==> config.mk <==
export PLATFORM = sky130hd
export DESIGN_NAME = hsda_sqrt
export DESIGN_NICKNAME = d
export VERILOG_FILES = /design/src/rtl/core/hsda_sqrt.sv
export SDC_FILE = /design/constraint.sdc
export NUM_CORES = 1
export LEC_CHECK = 0
export ABC_AREA = 1
export CELL_PAD_IN_SITES_DETAIL_PLACEMENT = 0
export CELL_PAD_IN_SITES_GLOBAL_PLACEMENT = 1
export CORE_AREA = 2 2 131 133
export CTS_CLUSTER_DIAMETER = 200
export DETAILED_ROUTE_END_ITERATION = 8
export DIE_AREA = 0 0 133 135
export DONT_BUFFER_PORTS = 1
export PLACE_DENSITY_LB_ADDON = 0.1
export SYNTH_ARGS = -nofsm -noshare
export SYNTH_HDL_FRONTEND = slang
export SYNTH_SLANG_ARGS = --single-unit
==> constraint.sdc <==
create_clock -name aclk -period 8.86 [get_ports aclk]
set_input_delay 0.886 -clock aclk [delete_from_list [all_inputs] [get_ports aclk]]
set_output_delay 0.886 -clock aclk [all_outputs]
set_load 0.005 [all_outputs]
==> src/rtl/core/hsda_sqrt.sv <==
// Iterative integer square root, one result bit per cycle.
// Self-contained: needs no package and no other module.
`default_nettype none

module hsda_sqrt (
    input  wire logic        aclk,
    input  wire logic        aresetn,
    input  wire logic        start,
    input  wire logic [63:0] radicand,
    output logic             done,
    output logic [31:0]      root
);

    logic [63:0] rad_reg;
    logic [33:0] rem_reg;
    logic [31:0] root_reg;
    logic [4:0]  cnt_reg;
    logic        busy_reg;
    logic        done_reg;

    logic [35:0] trial_rem;
    logic [35:0] trial;
    logic        ge;

    // Bring down two radicand bits and try the next root bit
    assign trial_rem = {rem_reg, rad_reg[63:62]};
    assign trial     = {2'b00, root_reg, 2'b01};
    assign ge        = (trial_rem >= trial);

    // Control
    always_ff @(posedge aclk) begin
        if (!aresetn) begin
            busy_reg <= 1'b0;
            done_reg <= 1'b0;
            cnt_reg  <= '0;
        end else begin
            done_reg <= 1'b0;
            if (start) begin
                busy_reg <= 1'b1;
                cnt_reg  <= 5'd31;
            end else if (busy_reg) begin
                cnt_reg <= cnt_reg - 1'b1;
                if (cnt_reg == 5'd0) begin
                    busy_reg <= 1'b0;
                    done_reg <= 1'b1;
                end
            end
        end
    end

    // Datapath
    always_ff @(posedge aclk) begin
        if (start) begin
            rad_reg  <= radicand;
            rem_reg  <= '0;
            root_reg <= '0;
        end else if (busy_reg) begin
            rad_reg  <= {rad_reg[61:0], 2'b00};
            rem_reg  <= ge ? 34'(trial_rem - trial) : trial_rem[33:0];
            root_reg <= {root_reg[30:0], ge};
        end
    end

    assign done = done_reg;
    assign root = root_reg;

endmodule

`default_nettype wire

# After elaboration in Yosys (flattened, before gate mapping)
# Index checks and enable logic that the tools add are counted.
# totals
in_bits,67
wordCells,23
regBits,137
out_inout_bits,33
# op_classes
n_reduce_logical,3
muxes,9
n_addsub,2
n_bitwise,2
n_lt_le_gt_ge,1
# ops
op,n
$mux 64,2
$ge 36x34->1,1
$mux 34,1
$sub 34x34->34,1
$mux 5,2
$logic_not 5->1,1
$sub 5x1->5 const B,1
$mux 1,4
$reduce_or 3->1,1
$not 1->1,2
$reduce_bool 2->1,1

# Logic depth before layout (Yosys ltp)
# logic_depth
ltp_word,4
depth_mapped,17
depth_no_buf,16

# Worst setup path after synthesis
# No wires, ideal clock.
# synth_path
path_kind,in2reg
from,input port start
to,register rad_reg[0] (enable)
arrival_ns,3.273
t_required_ns,8.406
path_stages,4
path_slack_ns,5.133
setup_time_ns,0.454
n_path_buf,2
path_cell_list,clkbuf_1 nor2_1 clkinv_1 clkbuf_1
# synth_via
elab_chain_cells,1
# synth_rtl
item,line,rtl
start: declaration,8,"input wire logic start,"
$reduce_bool 2->1 (no source line),-,
end signal: assignment,54,rad_reg <= radicand;
end signal: assignment,58,"rad_reg <= {rad_reg[61:0], 2'b00};"
end: declaration,14,logic [63:0] rad_reg;
# Every way passes these cells.
# A chain may end at the register's enable or synchronous reset.

# Final worst setup path
# layout_path
from,register root_reg[23] (netlist: root[23])
to,register root_reg[0] (netlist: root[0])
# layout_via
elab_chain_cells,1
# layout_rtl
item,line,rtl
start: declaration,16,logic [31:0] root_reg;
start signal: assignment,60,"root_reg <= {root_reg[30:0], ge};"
$ge 36x34->1,28,assign ge = (trial_rem >= trial);
# Every way passes these cells.

==> reports/results.md <==
* **clock insertion delay at the later pin of the skew report** 0.43 ns
* **Post-Syn Instances** 1,177
* **setup total negative slack** 0 ns
* **largest area contributor in the synthesized netlist** sky130_fd_sc_hd__nand2_1
* **Static Leak** 4.52 nW
* **max-cap check violation count** 0
* **FP Rows** 47
* **part of the total power dissipated in combinational logic** 50.2%
* **number of antenna-violating nets in the routed design** 0
* **TritonCTS Buffers** 17
* **number of global-route vias before repair** 6,596
* **Routed WL per cell** 14.5 um
* **number of library cell types mapped by synthesis** 34
* **r2r startpoint** root[23]
* **Max-Slew Margin vs Limit** 22.9%
* **number of sinks on the clock net** 137
* **Max Freq** 332 MHz
* **hold buffer count at cts** 0
* **Final Routed Wirelength** 20.3 mm
* **slew of the pin with the lowest slew margin** 1.15 ns
* **Total GRT Usage** 23.7%
* **DR vias/cell** 4.99
* **cell internal pwr** 1.57 mW
* **Final HPWL DP** 14.9 mm
* **setup bufs post-CTS** 0
* **fraction of synthesis flops using an asynchronous set or reset pin** 0%
* **FF-to-FF setup slack** 5.84 ns
* **net switching fraction of the power** 46.2%
* **status** finished, final reports clean
* **crit share post-route** 34.0%
* **floorplan die area** 0.0180 mm2
* **worst r2r dst** root[0]
* **buffers added on ports** 0
* **Pre-Repair DR Iteration Count** 5
* **number of pins with negative max-slew slack in the final report** 0
* **CTS clk-pin slew, worst paths** 0.07 ns
* **critical path startpoint category** register
* **maximum vdd drop** 0.153 mV
* **CTS resizes** 0
* **top cell types by occurrence after synthesis** sky130_fd_sc_hd__nand2_1, sky130_fd_sc_hd__inv_1, sky130_fd_sc_hd__dfxtp_1, sky130_fd_sc_hd__nor2_1, sky130_fd_sc_hd__nand3_1
* **most frequently used cell type in the post-synthesis netlist** sky130_fd_sc_hd__nand2_1
* **Yosys top cell area share** 24.5%
* **worst hold path cell count** 2
* **maximum fanout encountered on the critical timing path** 24
* **number of top-level pins** 100
* **maximum level of the CTS H-tree** 4
* **setup skew after layout** 0.0132 ns
* **FF+latch count, synth** 137
* **min-delay worst type** reg -> reg
* **GPL Wtd Cong** 0.954
* **core region area** 0.0164 mm2
* **DRC violations left** 0
* **part of the total power dissipated in sequential elements** 26.5%
* **overflow left after global routing** 0
* **area added between synthesis and finish** 8.93%
* **TritonCTS clock tree** done
* **classification of the worst setup path** reg -> reg
* **First DRT Iteration DRCs** 339
* **floorplan die height** 135 um
* **net count reported at finish** 1,268
* **fraction of layout cells with a size suffix above 1** 3.99%
* **final critical-path required period** 3.02 ns
* **Hold WS** 0.457 ns
* **Final Hold Viols** 0
* **global-route wire length before repair** 33.3 mm
* **Worst EP arrival** 3.28 ns
* **endpoint type of the worst setup path** register
* **data required time at the worst endpoint** 9.13 ns
* **clock network fraction of total power** 23.3%
* **origin of the worst min-delay path** rem_reg[32]
* **antenna violations before repair** 0
* **cell area after synthesis** 0.00807 mm2
* **max reg flops** 64
* **most instantiated flip-flop cell in the synthesis netlist** sky130_fd_sc_hd__dfxtp_1
* **setup repair after global routing missed its margin** no
* **clk root buf** sky130_fd_sc_hd__clkbuf_16
* **routed via count** 6,970
* **sequential cell area fraction in the yosys report** 41.9%
* **Syn Nets** 1,280
* **final count of negative-setup-slack endpoints** 0
* **mean area per synthesized cell** 6.86 um2
* **buffer levels on the longest clock path** 2
* **number of warnings issued by yosys** 0
* **EDFF count, synth** 64
* **Initial Util** 49.2%
* **capture endpoint of the worst hold path** rem_reg[32]
* **Die Span X** 133 um
* **total net switching power** 1.35 mW
* **main area contributors after synthesis** sky130_fd_sc_hd__nand2_1, sky130_fd_sc_hd__edfxtp_1, sky130_fd_sc_hd__dfxtp_1
* **count of inserted antenna diode cells** 0
* **Reg2Reg Depth** 11
* **pin count of the biggest net entering global routing** 98
* **total power per unit cell area** 332 mW/mm2
-- layout make-up --
cell class,count,area (um2)
Clock buffer,18,429
Clock inverter,14,126
Fill cell,1718,7610
Inverter,156,588
Multi-Input combinational cell,848,3960
Sequential cell,137,3380
Tap cell,220,275
Timing Repair Buffer,5,37.5
-- worst max path at each step --
| stage | slack (ns) | cells after the start | from | endpoint |
|---|---|---|---|---|
| floorplan | 5.13 | 4 | start | rad_reg[0] |
| global placement | 5.86 | 13 | root[23] | rem_reg[30] |
| detailed placement | 5.87 | 13 | root[25] | rem_reg[31] |
| CTS | 5.84 | 11 | root[23] | root[0] |
| global route | 5.53 | 13 | root[24] | rem_reg[29] |
| finish | 5.84 | 11 | root[23] | root[0] |
-- worst max-delay path, stage by stage, from the launching register on --
cell	delay, ns
sky130_fd_sc_hd__dfxtp_1	0.35
sky130_fd_sc_hd__inv_1	0.08
sky130_fd_sc_hd__ha_1	0.37
sky130_fd_sc_hd__nand2_1	0.09
sky130_fd_sc_hd__nand2_1	0.09
sky130_fd_sc_hd__a21oi_1	0.25
sky130_fd_sc_hd__nand2_1	0.15
sky130_fd_sc_hd__a21oi_1	0.19
sky130_fd_sc_hd__nand4_2	0.45
sky130_fd_sc_hd__buf_4	0.41
sky130_fd_sc_hd__nand2_1	0.25
sky130_fd_sc_hd__o21ai_0	0.14
-- power by group through the flow --
stage	clock, mW	sequential (mW)	combinational (mW)
final	0.680	0.775	1.47
after global routing	0.716	0.782	1.68
after CTS	0.695	0.775	1.48
after detailed placement	0	0.788	1.47
after global placement	0	0.788	1.47
after floorplan	0	0.777	1.13
-- metrics by stage --
stage	total power, mW	utilization (%)	cell area, um2	cells	setup WS [ns]
after floorplan	1.90	-	8070	1177	5.13
after global placement	2.26	50.2	8240	1366	5.86
after detailed placement	2.26	50.2	8240	1366	5.87
after CTS	2.95	53.6	8790	1398	5.84
after global routing	3.17	53.6	8790	1398	5.53
final	2.92	53.6	8790	1398	5.84
-- per-layer routing --
layer / track usage, % / wire length (um) / up-vias
met5: 0 / 0 / -
met4: 8.18 / 392 / 0
met3: 4.50 / 831 / 28
met2: 40.2 / 9720 / 137
met1: 30.3 / 9330 / 3105
li1: - / - / 3700
-- cell usage in the layout, fill, tap and decap left out, types with 15 or more instances in the layout --
cell / count
sky130_fd_sc_hd__a21oi_1: 30
sky130_fd_sc_hd__clkbuf_16: 17
sky130_fd_sc_hd__dfxtp_1: 73
sky130_fd_sc_hd__edfxtp_1: 64
sky130_fd_sc_hd__ha_1: 36
sky130_fd_sc_hd__inv_1: 153
sky130_fd_sc_hd__nand2_1: 528
sky130_fd_sc_hd__nand3_1: 72
sky130_fd_sc_hd__nor2_1: 71
sky130_fd_sc_hd__o21ai_0: 15
sky130_fd_sc_hd__o22ai_1: 31
-- cells by family after synthesis --
logic type / synth area share (%)
adder cells (fa/ha/maj): 5.58
flip-flops: 41.9
AO/OA/AOI/OAI: 6.87
XOR/XNOR: 1.74
buffers and inverters: 9.17
AND/OR/NAND/NOR: 34.7
No activity file was read; power rests on OpenSTA's default activity.
