### config.mk
export PLATFORM = sky130hd
export DESIGN_NAME = hsda_div
export DESIGN_NICKNAME = d
export VERILOG_FILES = /design/src/rtl/core/hsda_pkg.sv /design/src/rtl/core/hsda_div.sv
export SDC_FILE = /design/constraint.sdc
export NUM_CORES = 1
export LEC_CHECK = 0
export ABC_CLOCK_PERIOD_IN_PS = 3200
export BUFFER_PORTS_ARGS = -buffer_cell sky130_fd_sc_hd__buf_2
export CORE_ASPECT_RATIO = 1.2
export CORE_MARGIN = 10
export CORE_UTILIZATION = 49
export CTS_BUF_LIST = sky130_fd_sc_hd__clkbuf_4 sky130_fd_sc_hd__clkbuf_8
export DETAILED_ROUTE_END_ITERATION = 8
export PLACE_DENSITY_LB_ADDON = 0.12
export SLEW_MARGIN = 10
export SYNTH_ARGS = -nofsm -noshare
export SYNTH_HDL_FRONTEND = slang
export SYNTH_SLANG_ARGS = --single-unit
### constraint.sdc
create_clock -name aclk -period 3.2 [get_ports aclk]
set_clock_uncertainty 0.1 [all_clocks]
set_input_delay 0.64 -clock aclk [delete_from_list [all_inputs] [get_ports aclk]]
set_output_delay 0.64 -clock aclk [all_outputs]
set_load 0.01 [all_outputs]
### src/rtl/core/hsda_pkg.sv
// Shared types, constants and helper functions for the hydration shell
// dipole accumulator. Used by hsda_div and the top level; depends on nothing.
`default_nettype none

package hsda_pkg;

    // Fixed point and storage widths
    localparam int FRAC_BITS = 16;
    localparam int COUNT_W   = 16;
    localparam int ACC_W     = 48;
    localparam int MAG_W     = ACC_W - 1;

    // Stream and configuration widths
    localparam int IN_DATA_W  = 192;
    localparam int IN_USER_W  = 2;
    localparam int OUT_DATA_W = 216;
    localparam int CFG_IDX_W  = 2;
    localparam int CFG_DATA_W = 31;

    // Divider geometry: numerator, denominator and quotient widths
    localparam int DIV_NUM_W = 80;
    localparam int DIV_DEN_W = 63;
    localparam int DIV_Q_W   = 31;

    // Commands carried in tuser
    localparam logic [1:0] CMD_BEGIN  = 2'd0;
    localparam logic [1:0] CMD_WATER  = 2'd1;
    localparam logic [1:0] CMD_FINISH = 2'd2;

    // Configuration register indexes
    localparam logic [CFG_IDX_W-1:0] CFG_SHELL_CUTOFF   = 2'd0;
    localparam logic [CFG_IDX_W-1:0] CFG_GUARD_DISTANCE = 2'd1;
    localparam logic [CFG_IDX_W-1:0] CFG_NEAR_ZERO_NORM = 2'd2;

    // Division jobs run at the end of an atom
    localparam logic [1:0] DIV_EXP  = 2'd0;
    localparam logic [1:0] DIV_MEAN = 2'd1;
    localparam logic [1:0] DIV_ORD  = 2'd2;
    localparam logic [1:0] DIV_ALN  = 2'd3;

    typedef enum logic [4:0] {
        ST_IDLE,
        ST_BEG_SQ,
        ST_BEG_RT,
        ST_WAT_SQ,
        ST_WAT_CUT,
        ST_WAT_GRD,
        ST_WAT_DIP,
        ST_WAT_RT,
        ST_WAT_DOT,
        ST_WAT_EXP,
        ST_FIN_SH,
        ST_FIN_SQ,
        ST_FIN_RT,
        ST_FIN_DOT,
        ST_FIN_DEN,
        ST_FIN_DIV,
        ST_OUT
    } state_t;

    // Result of one division
    typedef struct packed {
        logic               ovf;
        logic [DIV_Q_W-1:0] quot;
    } div_res_t;

    // Saturating counter increment
    function automatic logic [COUNT_W-1:0] cnt_inc(input logic [COUNT_W-1:0] c);
        cnt_inc = (c == {COUNT_W{1'b1}}) ? c : c + 1'b1;
    endfunction

    // Clamp a dipole sum into a signed 32-bit field
    function automatic logic [31:0] sat32(input logic signed [ACC_W-1:0] v);
        logic signed [ACC_W-1:0] hi;
        logic signed [ACC_W-1:0] lo;
        hi = ACC_W'(32'sh7FFF_FFFF);
        lo = -hi - 1;
        if (v > hi) begin
            sat32 = 32'h7FFF_FFFF;
        end else if (v < lo) begin
            sat32 = 32'h8000_0000;
        end else begin
            sat32 = v[31:0];
        end
    endfunction

endpackage

`default_nettype wire

### src/rtl/core/hsda_div.sv
// Iterative restoring divider with quotient overflow flag, one bit a cycle.
// Depends on hsda_pkg for widths and the result struct.
`default_nettype none

module hsda_div (
    input  wire logic                           aclk,
    input  wire logic                           aresetn,
    input  wire logic                           start,
    input  wire logic [hsda_pkg::DIV_NUM_W-1:0] num,
    input  wire logic [hsda_pkg::DIV_DEN_W-1:0] den,
    output logic                                done,
    output hsda_pkg::div_res_t                  res
);
    import hsda_pkg::*;

    logic [DIV_DEN_W-1:0] rem_reg;
    logic [DIV_DEN_W-1:0] den_reg;
    logic [DIV_Q_W-1:0]   low_reg;
    logic [DIV_Q_W-1:0]   q_reg;
    logic                 ovf_reg;
    logic [4:0]           cnt_reg;
    logic                 busy_reg;
    logic                 done_reg;

    logic [DIV_DEN_W-1:0] num_hi;
    logic [DIV_DEN_W:0]   trial;
    logic                 ge;

    assign num_hi = DIV_DEN_W'(num[DIV_NUM_W-1:DIV_Q_W]);
    assign trial  = {rem_reg, low_reg[DIV_Q_W-1]};
    assign ge     = (trial >= {1'b0, den_reg});

    // Control
    always_ff @(posedge aclk) begin
        if (!aresetn) begin
            busy_reg <= 1'b0;
            done_reg <= 1'b0;
            cnt_reg  <= '0;
        end else begin
            done_reg <= 1'b0;
            if (start) begin
                busy_reg <= 1'b1;
                cnt_reg  <= 5'(DIV_Q_W - 1);
            end else if (busy_reg) begin
                cnt_reg <= cnt_reg - 1'b1;
                if (cnt_reg == 5'd0) begin
                    busy_reg <= 1'b0;
                    done_reg <= 1'b1;
                end
            end
        end
    end

    // Datapath: upper numerator part seeds the remainder
    always_ff @(posedge aclk) begin
        if (start) begin
            rem_reg <= num_hi;
            den_reg <= den;
            low_reg <= num[DIV_Q_W-1:0];
            q_reg   <= '0;
            ovf_reg <= (num_hi >= den);
        end else if (busy_reg) begin
            rem_reg <= ge ? DIV_DEN_W'(trial - {1'b0, den_reg}) : trial[DIV_DEN_W-1:0];
            low_reg <= {low_reg[DIV_Q_W-2:0], 1'b0};
            q_reg   <= {q_reg[DIV_Q_W-2:0], ge};
        end
    end

    assign done     = done_reg;
    assign res.ovf  = ovf_reg;
    assign res.quot = q_reg;

endmodule

`default_nettype wire

# Word level (Yosys, flattened, before mapping)
# Cells that the tools add are included.
# totals
register_bits	196
elab_cells	31
rom_bits	0
latchBits	0
output_inout_bits	33
mem_count	0
mem_bits_rw	0
input_bits	146
# classes
bitwise_logic	2
addsub	2
shift	0
div	0
mux	11
order_cmp	2
mul	0
eq_ne	0
reduce_logical	4
# ops
operator	count
49-bit two-way mux	2
64-bit by 63-bit >= comparator with 1-bit output	1
49-bit by 63-bit >= comparator with 1-bit output	1
63-bit two-way mux	1
63-bit subtractor	1
31-bit two-way mux	2
5-bit two-way mux	2
5-bit logical NOT	1
5-bit by 1-bit subtractor with 5-bit output (second input constant)	1
1-bit two-way mux	4
3-bit OR reduction	1
1-bit inverter	2
2-bit nonzero test	1
2-bit OR reduction	1

# Logic depth before layout (Yosys ltp)
# logic_depth
ltp_word	4
depth_mapped	15
mapped_depth_nobuf	13

# Least setup slack after synthesis
# OpenSTA, ideal clock, no wires.
# synth_path
path_type	in2reg
from	input start
to	register low_reg[0], enable pin
t_arrival_ns	2.773
t_required_ns	2.666
slack_ns	-0.107
cell_stages	4
n_path_buf	2
setup_time_ns	0.434
cell_sequence	clkbuf_1 buf_1 nor2_1 inv_1
# synth_between
elab_chain_len	1
# synth_lines
item	line	text
start, declared	hsda_div.sv:8	input wire logic start,
2-bit nonzero test (no line)	n/a	
end signal, assigned	hsda_div.sv:59	low_reg <= num[DIV_Q_W-1:0];
end signal, assigned	hsda_div.sv:64	low_reg <= {low_reg[DIV_Q_W-2:0], 1'b0};
end, declared	hsda_div.sv:18	logic [DIV_Q_W-1:0] low_reg;
# No other way between the ends.
# A chain may end at the register's enable or synchronous reset.

# Worst setup path after layout
# layout_path
from	register rem_reg[36]
to	register rem_reg[46] (data pin)
# layout_between
elab_chain_len	4
elab_cells_between_ends	5
classes_between	1 x add/sub; 1 x order compare; 3 x mux
# layout_lines
item	line	text
start, declared	hsda_div.sv:16	logic [DIV_DEN_W-1:0] rem_reg;
start signal, assigned	hsda_div.sv:57	rem_reg <= num_hi;
start signal, assigned	hsda_div.sv:63	rem_reg <= ge ? DIV_DEN_W'(trial - {1'b0, den_reg}) : trial[DIV_DEN_W-1:0];
63-bit subtractor or 64-bit by 63-bit >= comparator with 1-bit output (tied branches)	hsda_div.sv:63, hsda_div.sv:31	
63-bit two-way mux *	hsda_div.sv:63	
49-bit two-way mux *	hsda_div.sv:62	end else if (busy_reg) begin
49-bit two-way mux *	hsda_div.sv:56	if (start) begin
# Mark *: on every way between the ends. The rest lies on a longest branch, timed or not. The select of a mux whose other input is x is not followed.

==> impl_results.md <==
* Status: finished with violations
* Failing checks: negative setup slack
* Hold path cells at 1
* CORE AREA at 0.02627 sq mm
* Clock sink count at 196
* Initial Util at 0.4966
* Synth area leader: edfxtp_1
* Switching share of power at 0.3611
* CP Cell Sequence: ha_4 > buf_12 > a21oi_4 > o21ai_2 > a221oi_2 > buf_4 > o211ai_1 > nor3_2 > buf_4 > nor3_1 > nor2_1 > xor2_1 > o21ai_2 > mux2_4
* Final ANT Viol Nets at 0
* Global-route wire length before repair at 57.89 mm
* Wire per inst at 18.06 um
* I/O Pins at 179
* Reg clk slew, reported paths at 0.13 ns
* CP arrival at 3.48 ns
* Clk pwr share at 0.225
* Pre-CTS WS at -0.3688 ns
* Flop pwr share at 0.370
* Synth cell types at 70
* Crit-path max cell delay at 0.48 ns
* CP bufs+invs at 3
* Ys flop type: edfxtp_1
* Final Wtd Congestion at 0.9120
* Port-buffer cells at 178
* Least-Margin Pin Slew at 0.6770 ns
* Max-Cap Viols at 0
* Mapped Cells at 1382
* Critical Path Source Type: flip-flop
* Peak VDD IR at 320.1 uV
* Top cells by area, synth: edfxtp_1, ha_1, dfxtp_1, a21oi_1, inv_1
* TritonRoute pass-1 iters at 5
* Max Clock Freq at 302.8 MHz
* Critical path peak fanout at 4
* Num CTS Buffers at 17
* Drt via density at 5.520
* Syn_nets at 1643
* Drt drc at 0
* Leak pwr at 8.163 nW
* Root Buffer: clkbuf_8
* Final setup violating endpoints at 26
* Worst path depth at 14
* Layout cells sized above 1 at 0.3972
* Synthesis-stage register bit count at 196
* Final core occ at 0.6905
* Post-synth EDFFs at 144
* Post-synth top cells: inv_1, edfxtp_1, a21oi_1
* Rel. slew slack at 0.5370
* Worst-Skew Late Latency at 0.51 ns
* Vias in the first global route at 11750
* Fin worst setup slack at -0.1024 ns
* Power Dens Cells at 460.8 mW/mm^2
* CTS Buffer Depth at 2
* GR Util All Layers at 0.2087
* CP Capture Type: flip-flop
* CTS tree: yes
* Sequential-to-total area share from yosys stat at 0.4113
* DP HPWL at 26.86 mm
* Synth top area share at 0.3315
* Worst Path Required at 3.37 ns
* Cells on worst reg2reg path at 14
* Comb pwr share at 0.405
* Gr ovfl total at 0
* Slowest CP cell: edfxtp_1
* P_int at 0.005340 W
* Largest net degree at the start of global routing at 83
* Post-synth ARST share at 0
* Initial DRC Count at 754
* RSZ-0062 raised after global routing: true
* YS warnings at 0
* P&R area growth vs syn at 39.04%
* Switching power at 0.003018 W
* Final Cycle Share at 1.032
* Most common cell in the netlist: inv_1
* Fin. Hold Viols at 0
* Max Slew Vio Count at 0
* Via count at 11660
* CP delay by family, top: compound AO/OA/AOI/OAI gates
* Synthesized area at 0.01305 sq mm
* Post-CTS Hold Buffers at 0
* Die Height at 198.7 um
* Total negative slack at -1.181 ns
* DRT Wirelength at 38.16 mm
* Fin crit period at 3.302 ns
* Average size of a mapped cell at 9.439 sq um
* Initial antenna violation count at 3
* CP Class: reg -> reg
* Die Wd at 168.9 um
* Die area at 0.03358 sq mm
* Htree depth at 4
* Fin nets at 2023
* Worst Hold Class: in -> reg
* # rows at 65
-- through the flow --
| stage | cells | hold WS (ns) | cell area [sq um] | power (W) |
|---|---|---|---|---|
| 6_report | 2113 | 0.2066 | 18140 | 0.008357 |
| 5_1_grt | 2110 | 0.1833 | 18130 | 0.008780 |
| 4_1_cts | 2075 | 0.1880 | 16950 | 0.007912 |
| 3_5_place_dp | 2024 | 0.3961 | 15630 | 0.005746 |
| 3_3_place_gp | 2024 | 0.3723 | 15630 | 0.005713 |
| 2_1_floorplan | 1382 | 0.3608 | 13050 | 0.004660 |
-- path summary, 6_finish.rpt --
| path | from | endpoint | slack, ns |
|---|---|---|---|
| setup / recovery | rem_reg[36] | rem_reg[46] | -0.10 |
| hold / removal | den[38] | den_reg[38] | 0.21 |
| setup reg to reg | rem_reg[36] | rem_reg[46] | -0.10 |
| hold reg to reg | q_reg[30] | q_reg[30] | 0.42 |
-- cells by family (layout without fill, tap and decap cells) --
family          after synthesis  count (layout)  synth area share
fa+ha+maj                   115             115            0.1109
mux                          80              80           0.06580
other cells                   0               3                 0
xor+xnor                     63              63           0.04230
flops                       196             196            0.4113
simple gates                335             335            0.1227
buf+inv                     217             610           0.06570
compound gates              376             376            0.1814
-- area by class of cell --
type	instances	area, sq um
Fill cell	1974	8132
Multi-Input combinational cell	969	8112
Sequential cell	196	5366
Timing Repair Buffer	427	3188
Inverter	151	570.5
Tap cell	335	419.2
Clock inverter	15	240.2
Clock buffer	17	234.0
Antenna cell	3	7.507
-- layer usage --
layer,share of wire,up-vias,GRT usage
li1,-,5729,-
met1,0.41,5586,0.2434
met2,0.52,292,0.3736
met3,0.051,56,0.05350
met4,0.019,0,0.04906
met5,0,-,0
-- timing repair --
| item | CTS | global route |
|---|---|---|
| gates resized for setup | 114 | 197 |
| setup endpoints to repair | 62 | 64 |
| pin swaps | 48 | 83 |
| gates cloned | 4 | 9 |
| buffers inserted | 17 | 28 |
-- placed cells by master (no fill, tap or decap), drive strengths merged, types with 6 or more instances in the layout --
master | netlist | layout
a21boi | 6 | 6
a211oi | 35 | 35
mux2i | 34 | 34
nor4 | 6 | 6
xnor2 | 34 | 34
o21bai | 14 | 14
a21oi | 126 | 126
nand4 | 29 | 29
clkbuf | 34 | 25
o21ai | 89 | 89
o21a | 11 | 11
ha | 114 | 114
nor3 | 15 | 15
nand3 | 14 | 14
edfxtp | 144 | 144
nor2 | 120 | 120
nand2 | 89 | 89
a31oi | 13 | 13
nand2b | 19 | 19
buf | 32 | 419
and2 | 6 | 6
xor2 | 29 | 29
o211ai | 8 | 8
mux2 | 46 | 46
a21o | 33 | 33
inv | 151 | 159
nor2b | 17 | 17
dfxtp | 52 | 52
-- power by group through the flow --
stage | clock (W) | sequential [W] | combinational, W
floorplan | 0 | 0.00309 | 0.00157
global placement | 0 | 0.00312 | 0.00260
detailed placement | 0 | 0.00312 | 0.00263
CTS | 0.00192 | 0.00308 | 0.00292
global route | 0.00200 | 0.00311 | 0.00366
finish | 0.00188 | 0.00309 | 0.00338
No activity file was read; power rests on OpenSTA's default activity.
